--- config.mk ---
export PLATFORM = sky130hd
export DESIGN_NAME = integer_fir_lowpass_23tap
export DESIGN_NICKNAME = d
export VERILOG_FILES = /design/src/hdl/ifir_pkg.sv /design/src/hdl/integer_fir_lowpass_23tap.sv /design/src/hdl/ifir_ctrl.sv /design/src/hdl/ifir_dp.sv
export SDC_FILE = /design/constraint.sdc
export NUM_CORES = 1
export LEC_CHECK = 0
export ABC_AREA = 1
export CORE_MARGIN = 2
export CORE_UTILIZATION = 40
export CTS_CLUSTER_SIZE = 40
export DETAILED_ROUTE_END_ITERATION = 12
export DONT_BUFFER_PORTS = 1
export PLACE_DENSITY = 0.52
export SKIP_LAST_GASP = 1
export SLEW_MARGIN = 40
export SYNTH_ARGS = -nofsm -noshare
export SYNTH_HDL_FRONTEND = slang
export SYNTH_SLANG_ARGS = --single-unit
export TNS_END_PERCENT = 30
--- constraint.sdc ---
create_clock -name clk -period 17.51 [get_ports clk]
set_clock_uncertainty 0.15 [all_clocks]
set_input_delay 1.751 -clock clk [delete_from_list [all_inputs] [get_ports clk]]
set_output_delay 1.751 -clock clk [all_outputs]
set_load 0.02 [all_outputs]
--- src/hdl/ifir_pkg.sv ---
package ifir_pkg;

  localparam int TAP_COUNT = 23;
  localparam int TAP_W     = 14;
  localparam int TAP_IDX_W = $clog2(TAP_COUNT);
  localparam int IN_W      = 16;
  localparam int OUT_W     = 16;
  localparam int ACC_W     = 32;
  localparam int ACC_SHIFT = 16;

  // commands from the controller to the datapath
  typedef struct packed {
    logic                 shift;
    logic                 prod_en;
    logic [TAP_IDX_W-1:0] tap_idx;
    logic                 load_out;
  } ifir_cmd_t;

  // status from the datapath to the controller
  typedef struct packed {
    logic out_free;
  } ifir_stat_t;

  // symmetric low-pass coefficients, tap 0 weights the newest sample
  function automatic logic signed [TAP_W-1:0] tap_coef(input logic [TAP_IDX_W-1:0] idx);
    logic signed [TAP_W-1:0] c;
    case (idx)
      5'd0, 5'd22:  c = 14'sd238;
      5'd1, 5'd21:  c = 14'sd42;
      5'd2, 5'd20:  c = -14'sd346;
      5'd3, 5'd19:  c = -14'sd1017;
      5'd4, 5'd18:  c = -14'sd1728;
      5'd5, 5'd17:  c = -14'sd2051;
      5'd6, 5'd16:  c = -14'sd1537;
      5'd7, 5'd15:  c = 14'sd35;
      5'd8, 5'd14:  c = 14'sd2473;
      5'd9, 5'd13:  c = 14'sd5159;
      5'd10, 5'd12: c = 14'sd7256;
      5'd11:        c = 14'sd8049;
      default:      c = '0;
    endcase
    return c;
  endfunction

endpackage

--- src/hdl/integer_fir_lowpass_23tap.sv ---
// integer low-pass fir filter, 23 fixed symmetric taps
//
// input channel s_axis: one beat carries one signed sample in tdata[15:0];
// only the low SAMPLE_WIDTH bits are used, read as a signed value
// output channel m_axis: one beat carries one filtered sample in tdata[15:0],
// the tap-weighted sum of the last 23 samples shifted arithmetically right 16
//
// every input beat yields exactly one output beat, in order
// one shared multiplier walks the 23 taps, one tap per cycle, followed by a
// flush state that accumulates the last product and a store state that loads
// the output register once it is free; a new sample is accepted only after
// the previous result has been loaded into the output register
//
// the output register holds a finished result until the receiver takes it;
// the next sample may be accepted and computed meanwhile, and only its final
// store waits for the output register to free up
//
// reset (rst, synchronous, active high) clears the delay line to zero,
// returns the controller to idle and drops m_axis_tvalid
module integer_fir_lowpass_23tap
  import ifir_pkg::*;
#(
  parameter int SAMPLE_WIDTH = 16
) (
  input  logic        clk,
  input  logic        rst,
  input  logic        s_axis_tvalid,
  output logic        s_axis_tready,
  input  logic [15:0] s_axis_tdata,   // [15:0] sample
  output logic        m_axis_tvalid,
  input  logic        m_axis_tready,
  output logic [15:0] m_axis_tdata    // [15:0] filtered
);

  ifir_cmd_t               cmd;
  ifir_stat_t              stat;
  logic signed [OUT_W-1:0] filtered;

  // sequencer: accept, tap walk, flush, store
  ifir_ctrl u_ctrl (
    .clk      (clk),
    .rst      (rst),
    .in_valid (s_axis_tvalid),
    .in_ready (s_axis_tready),
    .stat     (stat),
    .cmd      (cmd)
  );

  // delay line, multiply-accumulate and output register
  ifir_dp #(
    .SAMPLE_WIDTH (SAMPLE_WIDTH)
  ) u_dp (
    .clk       (clk),
    .rst       (rst),
    .sample    (s_axis_tdata),
    .cmd       (cmd),
    .stat      (stat),
    .out_valid (m_axis_tvalid),
    .out_ready (m_axis_tready),
    .filtered  (filtered)
  );

  assign m_axis_tdata = filtered;

endmodule

--- src/hdl/ifir_ctrl.sv ---
module ifir_ctrl
  import ifir_pkg::*;
(
  input  logic       clk,
  input  logic       rst,
  input  logic       in_valid,
  output logic       in_ready,
  input  ifir_stat_t stat,
  output ifir_cmd_t  cmd
);

  typedef enum logic [3:0] {
    ST_IDLE  = 4'b0001,
    ST_RUN   = 4'b0010,
    ST_FLUSH = 4'b0100,
    ST_STORE = 4'b1000
  } state_t;

  state_t               state, state_next;
  logic [TAP_IDX_W-1:0] cnt, cnt_next;

  always_ff @(posedge clk) begin
    if (rst) begin
      state <= ST_IDLE;
      cnt   <= '0;
    end else begin
      state <= state_next;
      cnt   <= cnt_next;
    end
  end

  always_comb begin
    state_next   = state;
    cnt_next     = cnt;
    in_ready     = 1'b0;
    cmd.shift    = 1'b0;
    cmd.prod_en  = 1'b0;
    cmd.tap_idx  = cnt;
    cmd.load_out = 1'b0;
    case (state)
      ST_IDLE: begin
        in_ready = 1'b1;
        if (in_valid) begin
          cmd.shift  = 1'b1;
          cnt_next   = '0;
          state_next = ST_RUN;
        end
      end
      ST_RUN: begin
        cmd.prod_en = 1'b1;
        if (cnt == TAP_IDX_W'(TAP_COUNT - 1)) begin
          state_next = ST_FLUSH;
        end else begin
          cnt_next = cnt + TAP_IDX_W'(1);
        end
      end
      ST_FLUSH: begin
        // last product enters the accumulator
        state_next = ST_STORE;
      end
      ST_STORE: begin
        if (stat.out_free) begin
          cmd.load_out = 1'b1;
          state_next   = ST_IDLE;
        end
      end
      default: begin
        state_next = ST_IDLE;
      end
    endcase
  end

endmodule

--- src/hdl/ifir_dp.sv ---
module ifir_dp
  import ifir_pkg::*;
#(
  parameter int SAMPLE_WIDTH = 16
) (
  input  logic                    clk,
  input  logic                    rst,
  input  logic [IN_W-1:0]         sample,
  input  ifir_cmd_t               cmd,
  output ifir_stat_t              stat,
  output logic                    out_valid,
  input  logic                    out_ready,
  output logic signed [OUT_W-1:0] filtered
);

  localparam int PROD_W = SAMPLE_WIDTH + TAP_W;

  logic signed [SAMPLE_WIDTH-1:0] dly [TAP_COUNT];
  logic signed [PROD_W-1:0]       prod;
  logic                           prod_vld;
  logic signed [ACC_W-1:0]        acc;
  logic signed [SAMPLE_WIDTH-1:0] dly_sel;
  logic signed [TAP_W-1:0]        coef_sel;

  assign dly_sel  = dly[cmd.tap_idx];
  assign coef_sel = tap_coef(cmd.tap_idx);

  // delay line, newest sample at index 0
  always_ff @(posedge clk) begin
    if (rst) begin
      for (int i = 0; i < TAP_COUNT; i++) begin
        dly[i] <= '0;
      end
    end else if (cmd.shift) begin
      dly[0] <= $signed(sample[SAMPLE_WIDTH-1:0]);
      for (int i = 1; i < TAP_COUNT; i++) begin
        dly[i] <= dly[i-1];
      end
    end
  end

  // multiply stage then accumulate stage
  always_ff @(posedge clk) begin
    if (rst) begin
      prod_vld <= 1'b0;
    end else begin
      prod_vld <= cmd.prod_en;
    end
  end

  always_ff @(posedge clk) begin
    if (cmd.prod_en) begin
      prod <= PROD_W'(dly_sel) * PROD_W'(coef_sel);
    end
    if (cmd.shift) begin
      acc <= '0;
    end else if (prod_vld) begin
      acc <= acc + ACC_W'(prod);
    end
  end

  // output register
  always_ff @(posedge clk) begin
    if (rst) begin
      out_valid <= 1'b0;
    end else if (cmd.load_out) begin
      out_valid <= 1'b1;
    end else if (out_ready) begin
      out_valid <= 1'b0;
    end
  end

  always_ff @(posedge clk) begin
    if (cmd.load_out) begin
      filtered <= acc[ACC_SHIFT +: OUT_W];
    end
  end

  assign stat.out_free = !out_valid || out_ready;

endmodule
# --- Yosys cells after proc, flatten, opt, wreduce, memory -nomap -nowiden ---
# Memories as Yosys holds them, arrays and structs flattened. A register that Yosys moved wholly into a read port is not among the register bits.
# Index checks and enable logic that the tools add are counted.
classes:
  add_sub_neg: 2
  n_mul: 1
  n_div: 0
  magnitude_cmp: 0
  eq_ne: 9
  shifts: 0
  mux: 47
  n_bitwise: 23
  n_reduce_logical: 6
op_table:
  columns: ["op", "count"]
  rows:
  - ["2-to-1 mux 16 bit", 23]
  - ["adder 32 x 30 -> 32 bit", 1]
  - ["multiplier 16 x 14 -> 30 bit", 1]
  - ["2-to-1 mux 5 bit", 6]
  - ["OR 1 bit", 23]
  - ["one-hot mux 4 bit (4 select lines)", 1]
  - ["2-to-1 mux 1 bit", 13]
  - ["2-to-1 mux 4 bit", 3]
  - ["one-hot mux 5 bit (2 select lines)", 1]
  - ["!= test 2 bit, second input constant", 3]
  - ["AND reduction 3 bit", 2]
  - ["adder 5 x 1 -> 5 bit, second input constant", 1]
  - ["equality test 5 bit, second input constant", 1]
  - ["equality test 4 x 1 -> 1 bit, second input constant", 1]
  - ["equality test 4 x 2 -> 1 bit, second input constant", 1]
  - ["equality test 4 x 3 -> 1 bit, second input constant", 1]
  - ["equality test 4 bit, second input constant", 1]
  - ["nonzero test 2 bit", 2]
  - ["!= test 2 x 1 -> 1 bit, second input constant", 1]
  - ["logical NOT 1 bit", 1]
  - ["logical OR 1 bit", 1]
word_totals:
  reg_bits: 89
  latch_bits: 0
  mem_bits_rw: 368
  rom_bits: 448
  input_bits: 20
  output_inout_bits: 18
  elab_cells: 97
  memories: 2
mem_list:
  columns: ["name", "depth", "word_bits", "rd", "rd_ports_with_merged_regs", "wr", "line_no", "source"]
  rows:
  - ["(name not given)", 32, 14, 1, 1, 0, "ifir_pkg.sv:27", "case (idx)"]
  - ["u_dp.dly", 23, 16, 23, 1, 23, "ifir_dp.sv:18", "logic signed [SAMPLE_WIDTH-1:0] dly [TAP_COUNT];"]

# --- Depth between registers and ports, before layout ---
depth:
  depth_word: 6
  depth_mapped: 34
  mapped_depth_nobuf: 31

# --- Cells and area by module ---
# From an unflattened synthesis, not the netlist that was laid out.
hier_totals:
  cells_unflattened: 3459
  area_unflattened_um2: 31221.2
by_module_without_submodules:
  columns: ["mod", "n_inst", "cells_per_inst", "area_per_inst_um2", "seq_area_each_um2"]
  rows:
  - ["ifir_dp", 1, 3380, 30643.1, 13112.6]
  - ["ifir_ctrl", 1, 79, 578.1, 180.2]

# --- Worst setup path after synthesis ---
# No wires, ideal clock.
synth_timing:
  path_kind: "in2reg"
  start: "in rst"
  end: "reg u_dp.coef_sel[7] (netlist name)"
  setup_ns: 0.112
  arrival_ns: 11.380
  setup_slack_ns: 5.868
  stages: 13
  n_path_buf: 2
  cell_sequence: "clkbuf_1 inv_1 buf_2 nand2_1 nor2_4 inv_1 ha_1 nand3_1 nand2_1 nand2_1 nand2_1 nand2_1 nand2_1"
synth_via:
  elab_chain_cells: 1
synth_lines:
  columns: ["item", "line_no", "source"]
  rows:
  - ["start, declared", "integer_fir_lowpass_23tap.sv:26", "input logic rst,"]
  - ["2-to-1 mux 5 bit (no source line)", null, null]
# No other way between the ends.
# A chain may end at the register's enable or synchronous reset.

==> impl_metrics.json <==
{
  "dieArea_sq_mm": 0.0837,
  "setup_repair_after_global_routing_missed_its_margin": "no",
  "status": "complete, no violations",
  "avg_cell_area_syn_sq_um": 8.87,
  "grt.total_usage_pct": 18.9,
  "yosysWarningCount": 0,
  "finalCriticalPeriod_ns": 8.31,
  "num_io_pins": 38,
  "worst_setup_hold_path_clk_slew_ns": 0.06,
  "drc_viols": 0,
  "cts_buffers": 56,
  "post_synthesis_instance_area_sq_mm": 0.0326,
  "drv_slew": 0,
  "start_util_pct": 40.4,
  "num-nets-final": 3953,
  "fp-row-count": 104,
  "fraction_of_layout_instances_using_a_drive_strength_above_1_pct": 6.58,
  "final_util_pct": 43.6,
  "number_of_drc_violations_after_detailed_routing_iteration_0": 1478,
  "finalSetupViolations": 0,
  "die_w_microns": 289,
  "synth_seq_cells": 476,
  "grt_overflow_total": 0,
  "start_kind": "flop",
  "post_cts_buffers": 0,
  "area_growth_syn_to_layout_pct": 7.85,
  "clock.fmax_mhz": 120,
  "die_y_microns": 289,
  "mappedNetlistNets": 4020,
  "crit_type": "flop to flop",
  "crit_fanout": 69,
  "grt_first_pass_wirelength_mm": 127,
  "post_drt_via_cell_ratio": 4.91,
  "clock_insertion_delay_worst_skew_ns": 0.66,
  "cp.arrival_ns": 8.52,
  "cp.required_ns": 17.72,
  "portBuffers": 0,
  "holdCritPathClass": "flop to flop",
  "final_hold_fails": 0,
  "cts.repair.resized": 0,
  "finalSetupTns_ns": 0,
  "grt_start_max_net_pins": 95,
  "dpl.hpwl_mm": 53.6,
  "max_stage_delay_ns": 0.71,
  "cap_violations": 0,
  "worst_pin_slew_ns": 0.816,
  "hold_start": "u_dp.acc[30]",
  "timing.critical_path.mode_cell": "sky130_fd_sc_hd__inv_1",
  "max-clock-path-buffers": 3,
  "finalCritPeriodShare_pct": 47.4,
  "top_ff_cell_synth": "sky130_fd_sc_hd__edfxtp_1",
  "syn_inst": 3670,
  "number_of_antenna_violations_at_the_first_check_in_global_routing": 1,
  "sequential_share_of_the_synthesized_area_pct": 42.0,
  "htree_levels": 2,
  "clock_sink_count": 476,
  "avgRoutedWirePerCell_microns": 16.5,
  "synth-edff-count": 414,
  "total_core_area_sq_mm": 0.0805,
  "post_synth_num_cell_types": 53,
  "drt_pre_antenna_iters": 5,
  "ctsHoldBuffers": 0,
  "synth_async_sr_flop_share_pct": 0,
  "setup.worst_path.end_class": "flop",
  "clk_root_buffer_cell": "sky130_fd_sc_hd__clkbuf_16",
  "dr_total_vias": 23100,
  "detail_route.wirelength_mm": 77.5,
  "timing.max_slew.rel_slack_pct": 45.5,
  "clock_tree_from_tritoncts": "done",
  "place_congestion": 0.885,
  "cp_slowest_cell": "sky130_fd_sc_hd__dfxtp_4",
  "antenna_left": 0,
  "number_of_global_route_vias_before_repair": 23200
}
## per-layer routing
metal / track usage [%] / up-vias / routed length (microns)
met3: 2.29 / 117 / 2580
met5: 0 / - / 0
met1: 25.9 / 11200 / 36600
met2: 31.5 / 344 / 36200
li1: - / 11500 / -
met4: 5.79 / 0 / 2180
## cells by family (layout without fill, tap and decap cells)
| group | Yosys count | after routing | share of synthesized area [%] |
|---|---|---|---|
| and+or+nand+nor | 1271 | 1271 | 17.0 |
| xor gates and xnor gates | 45 | 45 | 1.21 |
| adders and majority gates | 330 | 330 | 17.8 |
| AOI/OAI and AO/OA | 601 | 601 | 10.2 |
| other | 0 | 1 | 0 |
| buffers and inverters | 947 | 922 | 11.8 |
| DFF | 476 | 476 | 42.0 |
## cells in the mapped netlist, types with 13 or more instances
cell | count | area share, %
sky130_fd_sc_hd__nand4_1 | 16 | 0.31
sky130_fd_sc_hd__nor2_2 | 46 | 0.88
sky130_fd_sc_hd__buf_1 | 15 | 0.17
sky130_fd_sc_hd__o211ai_2 | 16 | 0.61
sky130_fd_sc_hd__buf_2 | 42 | 0.65
sky130_fd_sc_hd__buf_6 | 24 | 0.83
sky130_fd_sc_hd__o21bai_1 | 17 | 0.39
sky130_fd_sc_hd__edfxtp_1 | 414 | 38
sky130_fd_sc_hd__o21ai_0 | 245 | 3.8
sky130_fd_sc_hd__o21ai_1 | 63 | 0.97
sky130_fd_sc_hd__nor2_1 | 555 | 6.4
sky130_fd_sc_hd__inv_1 | 786 | 9.1
sky130_fd_sc_hd__clkbuf_1 | 63 | 0.73
sky130_fd_sc_hd__nand3_2 | 20 | 0.61
sky130_fd_sc_hd__nand2_4 | 14 | 0.48
sky130_fd_sc_hd__xor2_1 | 33 | 0.89
sky130_fd_sc_hd__nand3_1 | 199 | 3.1
sky130_fd_sc_hd__a21oi_1 | 225 | 3.5
sky130_fd_sc_hd__dfxtp_1 | 62 | 3.8
sky130_fd_sc_hd__ha_1 | 110 | 4.2
sky130_fd_sc_hd__fa_1 | 220 | 14
sky130_fd_sc_hd__nor3_1 | 13 | 0.20
sky130_fd_sc_hd__nand2_1 | 374 | 4.3
## cells in the final DEF, fill, tap and decap left out, types with 13 or more instances in the layout
| cell | n |
|---|---|
| sky130_fd_sc_hd__nand3_1 | 199 |
| sky130_fd_sc_hd__o21bai_1 | 17 |
| sky130_fd_sc_hd__dfxtp_1 | 59 |
| sky130_fd_sc_hd__fa_1 | 220 |
| sky130_fd_sc_hd__edfxtp_1 | 414 |
| sky130_fd_sc_hd__o211ai_2 | 16 |
| sky130_fd_sc_hd__o21ai_1 | 63 |
| sky130_fd_sc_hd__ha_1 | 110 |
| sky130_fd_sc_hd__clkbuf_16 | 56 |
| sky130_fd_sc_hd__xor2_1 | 33 |
| sky130_fd_sc_hd__buf_4 | 16 |
| sky130_fd_sc_hd__nand3_2 | 20 |
| sky130_fd_sc_hd__nor2_2 | 46 |
| sky130_fd_sc_hd__inv_1 | 784 |
| sky130_fd_sc_hd__nand2_4 | 14 |
| sky130_fd_sc_hd__nor3_1 | 13 |
| sky130_fd_sc_hd__nand2_1 | 373 |
| sky130_fd_sc_hd__clkinv_1 | 18 |
| sky130_fd_sc_hd__nor2_1 | 555 |
| sky130_fd_sc_hd__o21ai_0 | 245 |
| sky130_fd_sc_hd__nand4_1 | 16 |
| sky130_fd_sc_hd__a21oi_1 | 225 |
## critical path, delay by kind of cell (launching register included)
family | cells | cell delay (ns)
adder cells (fa/ha/maj) | 7 | 3.50
buffers and inverters | 10 | 1.86
AND/OR/NAND/NOR | 10 | 1.34
flip-flops | 1 | 0.71
AO/OA/AOI/OAI | 3 | 0.44
## layout make-up
class                           instances  area [sq um]
Timing Repair Buffer                   24           260
Inverter                              798          3000
Clock inverter                         30           294
Sequential cell                       476         13700
Fill cell                            8014         45400
Tap cell                             1060          1330
Multi-Input combinational cell       2247         15100
Clock buffer                           70          1470
Antenna cell                            1          2.50
## metrics by stage
| stage | worst slack [ns] | instance area [sq um] | hold WS (ns) | cells |
|---|---|---|---|---|
| final | 9.20 | 35100 | 0.318 | 4706 |
| after global routing | 8.56 | 35100 | 0.333 | 4705 |
| after CTS | 9.14 | 35100 | 0.320 | 4704 |
| after detailed placement | 9.15 | 33300 | 0.305 | 4604 |
| after global placement | 9.29 | 33200 | 0.302 | 4602 |
| after floorplan | 5.87 | 32600 | 0.279 | 3670 |
## state kept, by name (all words and copies together), names as in the netlist, named ones only
| signal | count |
|---|---|
| u_ctrl.cnt | 5 |
| u_dp.out_valid | 1 |
| u_dp.filtered | 16 |
| u_dp.prod | 30 |
| u_ctrl.state | 4 |
| u_dp.coef_sel | 14 |
| u_dp.acc | 32 |
| u_dp.prod_vld | 1 |
| u_dp.dly | 368 |
## worst paths after layout
kind	slack, ns	to	depth (start not counted)
max	9.20	u_dp.prod[29]	30
max reg2reg	9.20	u_dp.prod[29]	30
min reg2reg	0.32	u_dp.filtered[14]	0
min	0.32	u_dp.filtered[14]	0
Power is not shown: default switching activity piles up to over one toggle a cycle in this logic, so the estimate is an artifact.
